`config.mk`:
```
export PLATFORM = sky130hd
export DESIGN_NAME = lru_key_value_cache_flat
export DESIGN_NICKNAME = d
export VERILOG_FILES = /design/src/rtl/core/lkv_pkg.sv /design/src/rtl/core/lkv_req_if.sv /design/src/rtl/core/lkv_rsp_if.sv /design/src/rtl/core/lru_key_value_cache.sv /design/src/rtl/core/lkv_ram.sv /design/src/rtl/core/lkv_ctrl.sv /design/src/rtl/core/lkv_datapath.sv /design/src/flat_wrapper.sv
export SDC_FILE = /design/constraint.sdc
export NUM_CORES = 1
export LEC_CHECK = 0
export ABC_AREA = 1
export BUFFER_PORTS_ARGS = -buffer_cell sky130_fd_sc_hd__buf_2
export CAP_MARGIN = 20
export CORE_UTILIZATION = 30
export CTS_CLUSTER_SIZE = 16
export DETAILED_ROUTE_END_ITERATION = 10
export HOLD_SLACK_MARGIN = 0.1
export PLACE_DENSITY = 0.49
export SLEW_MARGIN = 10
export SYNTH_ARGS = -nofsm -noshare
export SYNTH_HDL_FRONTEND = slang
export SYNTH_SLANG_ARGS = --single-unit
```
`constraint.sdc`:
```
create_clock -name clk -period 12.5 [get_ports clk]
set_input_delay 1.25 -clock clk [delete_from_list [all_inputs] [get_ports clk]]
set_output_delay 1.25 -clock clk [all_outputs]
set_load 0.02 [all_outputs]
```
`src/rtl/core/lkv_pkg.sv`:
```
`timescale 1ns / 1ps

package lkv_pkg;

	localparam int ENTRIES = 16;
	localparam int IDX_W = $clog2(ENTRIES);
	localparam int AGE_W = IDX_W;
	localparam int OCC_W = IDX_W + 1;
	localparam int KEY_W = 32;
	localparam int VAL_W = 32;
	localparam int CAP_W = 5;
	localparam int CMP_W = (CAP_W > OCC_W) ? CAP_W : OCC_W;
	localparam logic [CAP_W-1:0] CAP_RESET = CAP_W'(16);

	localparam logic REQ_LOOKUP = 1'b0;
	localparam logic REQ_WRITE = 1'b1;

	typedef enum logic [2:0] {
		S_IDLE,
		S_SEARCH,
		S_FINISH,
		S_UPDATE,
		S_RESULT
	} lkv_state_t;

	typedef struct packed {
		logic capture;
		logic scan_step;
		logic update;
		logic load_result;
	} lkv_cmd_t;

	typedef struct packed {
		logic scan_last;
		logic out_free;
	} lkv_status_t;

endpackage

```
`src/rtl/core/lkv_req_if.sv`:
```
`timescale 1ns / 1ps

interface lkv_req_if;
	logic valid;
	logic ready;
	logic req_type;
	logic [31:0] req_key;
	logic [31:0] req_value;

	modport source (output valid, output req_type, output req_key, output req_value,
		input ready);
	modport sink (input valid, input req_type, input req_key, input req_value,
		output ready);
endinterface

```
`src/rtl/core/lkv_rsp_if.sv`:
```
`timescale 1ns / 1ps

interface lkv_rsp_if;
	logic valid;
	logic ready;
	logic found;
	logic [31:0] read_value;
	logic evicted;

	modport source (output valid, output found, output read_value, output evicted,
		input ready);
	modport sink (input valid, input found, input read_value, input evicted,
		output ready);
endinterface

```
`src/rtl/core/lru_key_value_cache.sv`:
```
`timescale 1ns / 1ps

// Fully associative key-value cache with least-recently-used replacement.
// Requests arrive on req (valid/ready): req_type 0 looks up req_key, 1 writes
// req_key with req_value. Each request yields exactly one item on rsp:
// found tells whether the key was present, read_value carries the stored
// value on a lookup hit (0 otherwise), evicted marks a write that dropped the
// least recent entry. cfg_we/cfg_data set the capacity in use; 0 acts as 1
// and values above the entry count act as the entry count. Write it only
// while no request is in flight.
// After acceptance the key memory is swept one entry per cycle over every
// entry, followed by a compare state; the update state then writes the ages
// and memories and the result state loads the result register. A new
// request is taken in the cycle after the result is loaded, so the block
// accepts no new request until the previous one has its result loaded.
// If the receiver stalls, the result waits in the output register; the next
// request is accepted and searched meanwhile, and it stalls only when its own
// result is ready to load. Reset empties the cache and sets capacity to 16.
module lru_key_value_cache
	import lkv_pkg::*;
(
	input  logic             clk,
	input  logic             arst_n,
	input  logic             cfg_we,
	input  logic [CAP_W-1:0] cfg_data,
	lkv_req_if.sink          req,
	lkv_rsp_if.source        rsp
);

	lkv_cmd_t    cmd;
	lkv_status_t status;

	lkv_ctrl u_ctrl (
		.clk       (clk),
		.arst_n    (arst_n),
		.req_valid (req.valid),
		.req_ready (req.ready),
		.status    (status),
		.cmd       (cmd)
	);

	lkv_datapath u_datapath (
		.clk         (clk),
		.arst_n      (arst_n),
		.cfg_we      (cfg_we),
		.cfg_data    (cfg_data),
		.in_type     (req.req_type),
		.in_key      (req.req_key),
		.in_value    (req.req_value),
		.cmd         (cmd),
		.status      (status),
		.out_ready   (rsp.ready),
		.out_valid   (rsp.valid),
		.out_found   (rsp.found),
		.out_value   (rsp.read_value),
		.out_evicted (rsp.evicted)
	);

endmodule

```
`src/rtl/core/lkv_ram.sv`:
```
`timescale 1ns / 1ps

module lkv_ram #(
	parameter int WIDTH = 32,
	parameter int DEPTH = 16
) (
	input  logic                     clk,
	input  logic                     we,
	input  logic [$clog2(DEPTH)-1:0] waddr,
	input  logic [WIDTH-1:0]         wdata,
	input  logic                     re,
	input  logic [$clog2(DEPTH)-1:0] raddr,
	output logic [WIDTH-1:0]         rdata
);

	logic [WIDTH-1:0] mem_q [DEPTH];

	always_ff @(posedge clk) begin
		if (we) begin
			mem_q[waddr] <= wdata;
		end
		if (re) begin
			rdata <= mem_q[raddr];
		end
	end

endmodule

```
`src/rtl/core/lkv_ctrl.sv`:
```
`timescale 1ns / 1ps

module lkv_ctrl
	import lkv_pkg::*;
(
	input  logic        clk,
	input  logic        arst_n,
	input  logic        req_valid,
	output logic        req_ready,
	input  lkv_status_t status,
	output lkv_cmd_t    cmd
);

	lkv_state_t state_q, state_d;

	always_ff @(posedge clk or negedge arst_n) begin
		if (!arst_n) begin
			state_q <= S_IDLE;
		end else begin
			state_q <= state_d;
		end
	end

	always_comb begin
		state_d = state_q;
		unique case (state_q)
			S_IDLE: begin
				if (req_valid) state_d = S_SEARCH;
			end
			S_SEARCH: begin
				if (status.scan_last) state_d = S_FINISH;
			end
			S_FINISH: state_d = S_UPDATE;
			S_UPDATE: state_d = S_RESULT;
			S_RESULT: begin
				if (status.out_free) state_d = S_IDLE;
			end
			default: state_d = S_IDLE;
		endcase
	end

	always_comb begin
		cmd = '0;
		req_ready = 1'b0;
		unique case (state_q)
			S_IDLE: begin
				req_ready = 1'b1;
				cmd.capture = req_valid;
			end
			S_SEARCH: cmd.scan_step = 1'b1;
			S_FINISH: ;
			S_UPDATE: cmd.update = 1'b1;
			S_RESULT: cmd.load_result = status.out_free;
			default: ;
		endcase
	end

endmodule

```
`src/rtl/core/lkv_datapath.sv`:
```
`timescale 1ns / 1ps

module lkv_datapath
	import lkv_pkg::*;
(
	input  logic             clk,
	input  logic             arst_n,
	input  logic             cfg_we,
	input  logic [CAP_W-1:0] cfg_data,
	input  logic             in_type,
	input  logic [KEY_W-1:0] in_key,
	input  logic [VAL_W-1:0] in_value,
	input  lkv_cmd_t         cmd,
	output lkv_status_t      status,
	input  logic             out_ready,
	output logic             out_valid,
	output logic             out_found,
	output logic [VAL_W-1:0] out_value,
	output logic             out_evicted
);

	logic [CAP_W-1:0] cap_q;
	logic             req_type_q;
	logic [KEY_W-1:0] req_key_q;
	logic [VAL_W-1:0] req_value_q;

	logic [ENTRIES-1:0] valid_q;
	logic [AGE_W-1:0]   age_q [ENTRIES];
	logic [OCC_W-1:0]   occ_q;

	logic [IDX_W-1:0] scan_idx_q;
	logic             cmp_s1;
	logic [IDX_W-1:0] idx_s1;

	logic             hit_q;
	logic [IDX_W-1:0] hit_idx_q;
	logic [AGE_W-1:0] hit_age_q;
	logic [IDX_W-1:0] victim_q;
	logic             free_found_q;
	logic [IDX_W-1:0] free_idx_q;
	logic             res_evicted_q;

	logic             out_valid_q;
	logic             out_found_q;
	logic [VAL_W-1:0] out_value_q;
	logic             out_evicted_q;

	logic [KEY_W-1:0] key_rdata;
	logic [VAL_W-1:0] val_rdata;

	logic             vld_sel;
	logic [AGE_W-1:0] age_sel;
	logic [AGE_W-1:0] oldest_age;
	logic [CAP_W-1:0] eff_cap;
	logic             evict_now;
	logic [IDX_W-1:0] ins_slot;
	logic             do_hit;
	logic             do_insert;
	logic             val_we;
	logic [IDX_W-1:0] val_waddr;
	logic             val_re;

	assign vld_sel = valid_q[idx_s1];
	assign age_sel = age_q[idx_s1];
	// Ages of valid entries are 0 .. occupancy-1, so the oldest one holds occupancy-1.
	assign oldest_age = AGE_W'(occ_q - OCC_W'(1));
	assign eff_cap = (cap_q == '0) ? CAP_W'(1) : cap_q;
	assign evict_now = (CMP_W'(occ_q) >= CMP_W'(eff_cap)) || (occ_q >= OCC_W'(ENTRIES));
	assign ins_slot = !evict_now ? free_idx_q :
		((free_found_q && free_idx_q < victim_q) ? free_idx_q : victim_q);

	assign do_hit = cmd.update && hit_q;
	assign do_insert = cmd.update && !hit_q && (req_type_q == REQ_WRITE);
	assign val_we = cmd.update && (req_type_q == REQ_WRITE);
	assign val_waddr = hit_q ? hit_idx_q : ins_slot;
	assign val_re = do_hit && (req_type_q == REQ_LOOKUP);

	lkv_ram #(.WIDTH(KEY_W), .DEPTH(ENTRIES)) u_key_ram (
		.clk   (clk),
		.we    (do_insert),
		.waddr (ins_slot),
		.wdata (req_key_q),
		.re    (cmd.scan_step),
		.raddr (scan_idx_q),
		.rdata (key_rdata)
	);

	lkv_ram #(.WIDTH(VAL_W), .DEPTH(ENTRIES)) u_val_ram (
		.clk   (clk),
		.we    (val_we),
		.waddr (val_waddr),
		.wdata (req_value_q),
		.re    (val_re),
		.raddr (hit_idx_q),
		.rdata (val_rdata)
	);

	always_ff @(posedge clk or negedge arst_n) begin
		if (!arst_n) begin
			cap_q <= CAP_RESET;
		end else if (cfg_we) begin
			cap_q <= cfg_data;
		end
	end

	always_ff @(posedge clk) begin
		if (cmd.capture) begin
			req_type_q <= in_type;
			req_key_q <= in_key;
			req_value_q <= in_value;
		end
	end

	// Search sweep: key RAM read at scan_idx_q, compared in the next cycle at idx_s1.
	always_ff @(posedge clk or negedge arst_n) begin
		if (!arst_n) begin
			scan_idx_q <= '0;
			cmp_s1 <= 1'b0;
			idx_s1 <= '0;
			hit_q <= 1'b0;
			free_found_q <= 1'b0;
		end else begin
			cmp_s1 <= cmd.scan_step;
			idx_s1 <= scan_idx_q;
			if (cmd.capture) begin
				scan_idx_q <= '0;
				hit_q <= 1'b0;
				free_found_q <= 1'b0;
			end else begin
				if (cmd.scan_step) scan_idx_q <= scan_idx_q + IDX_W'(1);
				if (cmp_s1 && vld_sel && !hit_q && key_rdata == req_key_q) hit_q <= 1'b1;
				if (cmp_s1 && !vld_sel && !free_found_q) free_found_q <= 1'b1;
			end
		end
	end

	always_ff @(posedge clk) begin
		if (cmp_s1 && vld_sel && !hit_q && key_rdata == req_key_q) begin
			hit_idx_q <= idx_s1;
			hit_age_q <= age_sel;
		end
		if (cmp_s1 && vld_sel && age_sel == oldest_age) victim_q <= idx_s1;
		if (cmp_s1 && !vld_sel && !free_found_q) free_idx_q <= idx_s1;
		if (cmd.update) res_evicted_q <= do_insert && evict_now;
	end

	always_ff @(posedge clk or negedge arst_n) begin
		if (!arst_n) begin
			valid_q <= '0;
			occ_q <= '0;
			for (int i = 0; i < ENTRIES; i++) age_q[i] <= '0;
		end else if (do_hit) begin
			for (int i = 0; i < ENTRIES; i++) begin
				if (IDX_W'(i) == hit_idx_q) begin
					age_q[i] <= '0;
				end else if (valid_q[i] && age_q[i] < hit_age_q) begin
					age_q[i] <= age_q[i] + AGE_W'(1);
				end
			end
		end else if (do_insert) begin
			for (int i = 0; i < ENTRIES; i++) begin
				if (IDX_W'(i) == ins_slot) begin
					valid_q[i] <= 1'b1;
					age_q[i] <= '0;
				end else if (evict_now && IDX_W'(i) == victim_q) begin
					valid_q[i] <= 1'b0;
				end else if (valid_q[i]) begin
					age_q[i] <= age_q[i] + AGE_W'(1);
				end
			end
			if (!evict_now) occ_q <= occ_q + OCC_W'(1);
		end
	end

	always_ff @(posedge clk or negedge arst_n) begin
		if (!arst_n) begin
			out_valid_q <= 1'b0;
		end else if (cmd.load_result) begin
			out_valid_q <= 1'b1;
		end else if (out_ready) begin
			out_valid_q <= 1'b0;
		end
	end

	always_ff @(posedge clk) begin
		if (cmd.load_result) begin
			out_found_q <= hit_q;
			out_value_q <= (hit_q && req_type_q == REQ_LOOKUP) ? val_rdata : '0;
			out_evicted_q <= res_evicted_q;
		end
	end

	assign status.scan_last = (scan_idx_q == IDX_W'(ENTRIES - 1));
	assign status.out_free = !out_valid_q || out_ready;
	assign out_valid = out_valid_q;
	assign out_found = out_found_q;
	assign out_value = out_value_q;
	assign out_evicted = out_evicted_q;

	assert property (@(posedge clk) disable iff (!arst_n)
		$countones(valid_q) == int'(occ_q))
		else $error("valid count disagrees with occupancy");

	assert property (@(posedge clk) disable iff (!arst_n)
		do_insert && evict_now |=> $stable(occ_q))
		else $error("eviction followed by insert changed occupancy");

	assert property (@(posedge clk) disable iff (!arst_n)
		do_insert && !evict_now |-> !free_found_q == 1'b0)
		else $error("insert without eviction found no free entry");

	assert property (@(posedge clk) disable iff (!arst_n)
		cmd.load_result |-> !out_valid_q || out_ready)
		else $error("result loaded over an untaken result");

endmodule
```
`src/flat_wrapper.sv`:
```
// flat-port wrapper written by rule: the top's interface ports become plain ports
module lru_key_value_cache_flat import lkv_pkg::*;
  (clk, arst_n, cfg_we, cfg_data, req_valid, req_req_type, req_req_key, req_req_value, req_ready, rsp_valid, rsp_found, rsp_read_value, rsp_evicted, rsp_ready);
  lkv_req_if req_i ();
  lkv_rsp_if rsp_i ();
  input  logic clk;
  input  logic arst_n;
  input  logic cfg_we;
  input  logic [CAP_W-1:0] cfg_data;
  input wire logic [$bits(req_i.valid)-1:0] req_valid;
  input wire logic [$bits(req_i.req_type)-1:0] req_req_type;
  input wire logic [$bits(req_i.req_key)-1:0] req_req_key;
  input wire logic [$bits(req_i.req_value)-1:0] req_req_value;
  output wire logic [$bits(req_i.ready)-1:0] req_ready;
  output wire logic [$bits(rsp_i.valid)-1:0] rsp_valid;
  output wire logic [$bits(rsp_i.found)-1:0] rsp_found;
  output wire logic [$bits(rsp_i.read_value)-1:0] rsp_read_value;
  output wire logic [$bits(rsp_i.evicted)-1:0] rsp_evicted;
  input wire logic [$bits(rsp_i.ready)-1:0] rsp_ready;
  assign req_i.valid = req_valid;
  assign req_i.req_type = req_req_type;
  assign req_i.req_key = req_req_key;
  assign req_i.req_value = req_req_value;
  assign req_ready = req_i.ready;
  assign rsp_valid = rsp_i.valid;
  assign rsp_found = rsp_i.found;
  assign rsp_read_value = rsp_i.read_value;
  assign rsp_evicted = rsp_i.evicted;
  assign rsp_i.ready = rsp_ready;
  lru_key_value_cache u_core (.clk(clk), .arst_n(arst_n), .cfg_we(cfg_we), .cfg_data(cfg_data), .req(req_i), .rsp(rsp_i));
endmodule
```
* Yosys cells after proc, flatten, opt, wreduce, memory -nomap -nowiden
Memory sizes are Yosys's and may differ from the RTL's. A register that Yosys moved wholly into a read port is not among the register bits.
Cells that the tools add are included.
** Word-level totals
- Memories :: 2
- Output and inout bits :: 36
- Bits of input ports :: 75
- Word-level logic and storage cells :: 457
- Bits in registers :: 221
- RAM bits :: 1024
** Operators by class
- Add/subtract/negate cells :: 19
- Equality and inequality tests :: 87
- Reductions and logical operators :: 128
- Magnitude comparators :: 21
- Bitwise operators :: 4
- Multiplexer cells :: 144
** Memory list
- u_core.u_datapath.u_key_ram.mem_q :: depth 16, width 32, read ports 1, clocked after memory_dff 1, write ports 1, line lkv_ram.sv:16 : logic [WIDTH-1:0] mem_q [DEPTH];
- u_core.u_datapath.u_val_ram.mem_q :: depth 16, width 32, read ports 1, clocked after memory_dff 1, write ports 1, line lkv_ram.sv:16
** Operator list (number)
- two-way mux 4 bit :: 87
- two-way mux 64 bit :: 2
- equality test 4 bit (first input constant) :: 24
- adder 4 x 1 -> 4 bit (second input constant) :: 17
- less-than comparator 4 bit :: 17
- AND reduction 4 bit :: 16
- AND reduction 3 bit :: 18
- equality test 3 x 4 -> 1 bit (first input constant) :: 12
- two-way mux 1 bit :: 48
- inequality test 3 x 1 -> 1 bit (second input constant) :: 16
- inequality test 3 bit (second input constant) :: 16
- nonzero test 3 bit :: 16
- logical AND 1 bit :: 46
- nonzero test 2 bit :: 21
- equality test 32 bit :: 1
- equality test 2 x 4 -> 1 bit (first input constant) :: 6
- binary-select mux 4 bit (select 4 bit) :: 1
- one-hot mux 3 bit (5 select lines) :: 1
- equality test 1 x 4 -> 1 bit (first input constant) :: 3
- logical NOT 4 bit :: 3
- >= comparator 5 bit (second input constant) :: 2
- two-way mux 3 bit :: 3
- equality test 3 x 2 -> 1 bit (second input constant) :: 2
- adder 5 x 1 -> 5 bit (second input constant) :: 1
- 17 further kinds :: 24

* Depth between registers and ports, before layout
- Word-level depth :: 9
- Mapped depth :: 17
- Depth with buffers taken out :: 17

* Hierarchy
Synthesis repeated with hierarchy kept, for this count alone.
** Unflattened totals
- Cell total of the unflattened synthesis :: 5806
- Area total of the unflattened synthesis :: 59275.6 um^2
** By module, submodules not included
- lkv_ram :: area each 23050.9 um^2, seq. area each 16335.7 um^2, times used 2, cells an instance 2120
- lkv_datapath :: area each 12981.2 um^2, seq. area each 6037.0 um^2, times used 1, cells an instance 1539
- lkv_ctrl :: area each 192.7 um^2, seq. area each 75.1 um^2, times used 1, cells an instance 27

* Least setup slack after synthesis
OpenSTA, ideal clock, no wires.
- Kind :: register -> register
- Start point :: reg u_core.u_ctrl.state_q[2]
- End point :: reg u_core.u_datapath.scan_idx_q[3]
- Arrival time :: 3806 ps
- Library setup time :: 207 ps
- Buffers on the path :: 0
- Path slack :: 8487 ps
- Required time :: 12293 ps
- Clock period less this slack :: 4013 ps
- Cell stages (with the launch flop) :: 7
- Cells stage by stage :: dfrtp_1 > nor3_1 > inv_1 > nor2_1 > inv_1 > nor4_1 > nor3_1
** RTL lines
- start: declaration :: line lkv_ctrl.sv:14 : lkv_state_t state_q, state_d;
- start signal: assignment :: line lkv_ctrl.sv:20 : state_q <= state_d;
- end signal: assignment :: line lkv_datapath.sv:130 : if (cmd.scan_step) scan_idx_q <= scan_idx_q + IDX_W'(1);
- end: declaration :: line lkv_datapath.sv:31 : logic [IDX_W-1:0] scan_idx_q;

* Worst setup path in the final report
- Start point :: reg u_core.u_datapath.cap_q[2]
- End point :: mem u_core.u_datapath.u_val_ram.mem_q[0][1] (enable)
** On the way
- Cells in the longest elaborated chain, start to end :: 6
** RTL lines
- start: declaration :: line lkv_datapath.sv:22 : logic [CAP_W-1:0] cap_q;
- start signal: assignment :: line lkv_datapath.sv:102 : cap_q <= cfg_data;
- logical NOT 5 bit :: line lkv_datapath.sv:67 : assign eff_cap = (cap_q == '0) ? CAP_W'(1) : cap_q;
- two-way mux 5 bit * :: line lkv_datapath.sv:67
- >= comparator 5 bit * :: line lkv_datapath.sv:68 : assign evict_now = (CMP_W'(occ_q) >= CMP_W'(eff_cap)) || (occ_q >= OCC_W'(ENTRIES));
- logical OR 1 bit * :: line lkv_datapath.sv:68
- two-way mux 4 bit * :: line lkv_datapath.sv:69 : assign ins_slot = !evict_now ? free_idx_q :
- two-way mux 4 bit * :: line lkv_datapath.sv:75 : assign val_waddr = hit_q ? hit_idx_q : ins_slot;
- end: declaration :: line lkv_ram.sv:16
Every way passes the cells marked *; elsewhere a longest branch is shown, timed or not.

==> flow_summary.ini <==
[cts]
worst_skew_pair.late_latency_ps = 780
cts_tree = built
post_cts_resized = 0
cts_setup_buffers = 0
cts_buffer_depth = 3
numCtsBuffers = 143
holdBufCountCts = 0
path_clk_slew_ps = 60
cts.sinks = 1309
h-tree-depth = 4
root_buffer = clkbuf_16

[finish]
synthToLayoutAreaGrowth_pct = 15.2
finalNonFillerCells = 6600
antenna_cells = 0
drive_gt1_share_pct = 11.7
nets = 4298

[setup_path]
startpoint_type = register
worstPathRequired_ps = 12880
slowest_stage = nor2_4
critPathMaxStageDelay_ps = 920
arrival_ps = 4530
worstPathCellList = o41ai_1 > ha_1 > inv_1 > nand2_1 > nand2_1 > nand3_4 > nand3_1 > nand2_2 > o21ai_0 > nand3_1 > nor2_4
path_class = register to register
endpoint_kind = register
cp_max_fo = 32

[synth]
ys_ff_latch = 1309
async_reset_ff_share_pct = 8.02
synth_top_family_by_area = compound AO/OA/AOI/OAI gates
yosysUniqueCellTypes = 47
ys_seq_area_share_pct = 72.6
synth_compound_area_share_pct = 12.1
synth-simple-area-share_pct = 9.90
yosysWarnings = 0
synthAdderAreaFrac_pct = 1.76
synthCells = 4040
synth_edf_count = 1204
synthesis.nets = 4190
syn_avg_cell_area_um2 = 13.2
yosys-mux-area-fraction_pct = 0
synth_flop_cell = edfxtp_1
synth_xor_xnor_area_share_pct = 0.853
synth_area_mm2 = 0.0534

[die]
ios = 111
initial_core_util_pct = 30.2
dieArea_mm2 = 0.180
rows = 154
die_width_um = 424
fp.dieH_um = 424
core_mm2 = 0.176

[grt]
overflow = 0
grt_max_degree = 161
grt_pass1_vias = 32400
grt_pass1_wl_um = 216000
grt_usage_pct = 16.1
antenna_found_initial = 3

[power]
p_leak_nw = 21.3
power_density_mw_per_mm2 = 201
ir_drop_mv = 0.157

[placement]
dpl.hpwl_um = 83000
place.gp.congestion = 0.819
placed_cells = 6334
io_buffers = 110

[detailed_routing]
routed_wl_um = 147000
ant_nets = 0
avgRoutedWirePerCell_um = 22.2
vias = 33000
viasPerCell = 4.99
dr.first_iter.drc_count = 2609
drc = 2
drt_pass1_iterations = 10

[timing]
relSlewSlack_pct = 26.4
layout_min_cycle_time_ps = 4150
slew_viol_final = 0
tns_ps = 0
rsz0062_at_grt = no
min_period_over_period_pct = 33.2
clock_skew_ps = 32.9
clock.fmax_ghz = 0.241
hold_viol = 0
tightest_slew_ps = 1100
setup_viol = 0
holdWs_ps = 419

[min_path]
hold_path_class = register to register

[run_status]
status = complete, but fails checks
violations = design-rule violations

[flow_run]
cap_violations = 0
## state kept, by name, summed over array words and instances, names as in the netlist, 3 cells and up
signal / count
u_core.u_ctrl.state_q: 3
u_core.u_datapath.age_q: 64
u_core.u_datapath.cap_q: 5
u_core.u_datapath.free_idx_q: 4
u_core.u_datapath.hit_age_q: 4
u_core.u_datapath.hit_idx_q: 4
u_core.u_datapath.idx_s1: 4
u_core.u_datapath.occ_q: 5
u_core.u_datapath.out_value: 32
u_core.u_datapath.req_key_q: 32
u_core.u_datapath.req_value_q: 32
u_core.u_datapath.scan_idx_q: 4
u_core.u_datapath.u_key_ram.mem_q: 512
u_core.u_datapath.u_key_ram.rdata: 32
u_core.u_datapath.u_val_ram.mem_q: 512
u_core.u_datapath.u_val_ram.rdata: 32
u_core.u_datapath.valid_q: 16
u_core.u_datapath.victim_q: 4
## worst max-delay path, delay by kind of cell, from the launching register on
| kind | cells | cell delay, ps |
|---|---|---|
| simple gates | 7 | 2110 |
| compound gates | 2 | 860 |
| buf+inv | 1 | 50 |
| flops | 1 | 370 |
| fa+ha+maj | 1 | 290 |
## report_power, final
group / total (W) / switching [W] / internal [W]
Clock: 0.00409 / 0.00178 / 0.00231
Sequential: 0.00573 / 0.000421 / 0.00531
Combinational: 0.00256 / 0.00183 / 0.000727
## cell usage after synthesis, types with 34 or more instances
cell type | number | share of area (%)
nand2_1 | 479 | 3.4
dfrtp_1 | 104 | 4.9
clkbuf_1 | 148 | 1.0
edfxtp_1 | 1204 | 68
nor2_1 | 404 | 2.8
a22oi_1 | 256 | 3.6
nand3_1 | 275 | 2.6
o221ai_1 | 52 | 0.85
o211ai_1 | 42 | 0.59
inv_1 | 145 | 1.0
o21ai_0 | 347 | 3.3
a21boi_0 | 79 | 1.1
a21oi_1 | 73 | 0.68
xor2_1 | 41 | 0.67
ha_1 | 75 | 1.8
o22ai_1 | 82 | 0.96
buf_2 | 34 | 0.32
## final timing paths
check / cells past startpoint / endpoint / slack, ps / from
min reg2reg: 0 / u_core.u_datapath.out_evicted / 420 / u_core.u_datapath.res_evicted_q
max reg2reg: 11 / u_core.u_datapath.u_val_ram.mem_q[0][1] / 8350 / u_core.u_datapath.cap_q[2]
min: 0 / u_core.u_datapath.out_evicted / 420 / u_core.u_datapath.res_evicted_q
max in group asynchronous: 2 / u_core.u_datapath.scan_idx_q[1] / 10670 / arst_n
max: 11 / u_core.u_datapath.u_val_ram.mem_q[0][1] / 8350 / u_core.u_datapath.cap_q[2]
min in group asynchronous: 1 / u_core.u_datapath.valid_q[5] / 620 / arst_n
## cells by family after synthesis
kind of cell,count (synthesis)
flops,1309
simple gates,1241
compound gates,984
buf+inv,379
fa+ha+maj,75
xor+xnor,52
## layer usage
layer / global-route usage (%) / up-vias / part of all wire [%]
li1: - / 15400 / -
met1: 20.6 / 16600 / 43
met2: 27.9 / 788 / 51
met3: 2.36 / 210 / 4.1
met4: 4.63 / 0 / 2.5
met5: 0 / - / 0
## metrics by stage
| stage | worst slack (ps) | total power (W) | util (%) | instance area, um^2 |
|---|---|---|---|---|
| floorplan | 8490 | 0.00735 | - | 53400 |
| global placement | 8260 | 0.00838 | 32.2 | 56800 |
| detailed placement | 8270 | 0.00841 | 32.2 | 56800 |
| CTS | 8260 | 0.0125 | 34.7 | 61300 |
| global route | 8070 | 0.0130 | 34.8 | 61500 |
| finish | 8350 | 0.0124 | 34.8 | 61500 |
## placed cells by master (no fill, tap or decap), types with 28 or more instances in the layout
cell,count
inv_1,141
a21oi_1,73
o22ai_1,82
nand2_2,29
a22oi_1,256
nand3_1,275
o221ai_1,52
edfxtp_1,1204
o211ai_1,42
buf_4,55
clkbuf_1,40
clkbuf_16,145
ha_1,75
nor2_1,363
a2111o_1,32
clkinv_1,28
o21ai_0,347
dfrtp_1,101
nand2_1,477
xor2_1,41
buf_2,109
nor2_4,46
a21boi_0,79
## final cells by class
cell class / count / area [um^2]
fillers: 17200 / 115000
flip-flops and latches: 1309 / 38800
multi-input cells: 2352 / 13400
clock buffers: 187 / 3810
well taps: 2340 / 2930
repair buffers: 174 / 1170
clock inverters: 70 / 702
inverters: 168 / 646
No activity file was read; power rests on OpenSTA's default activity.
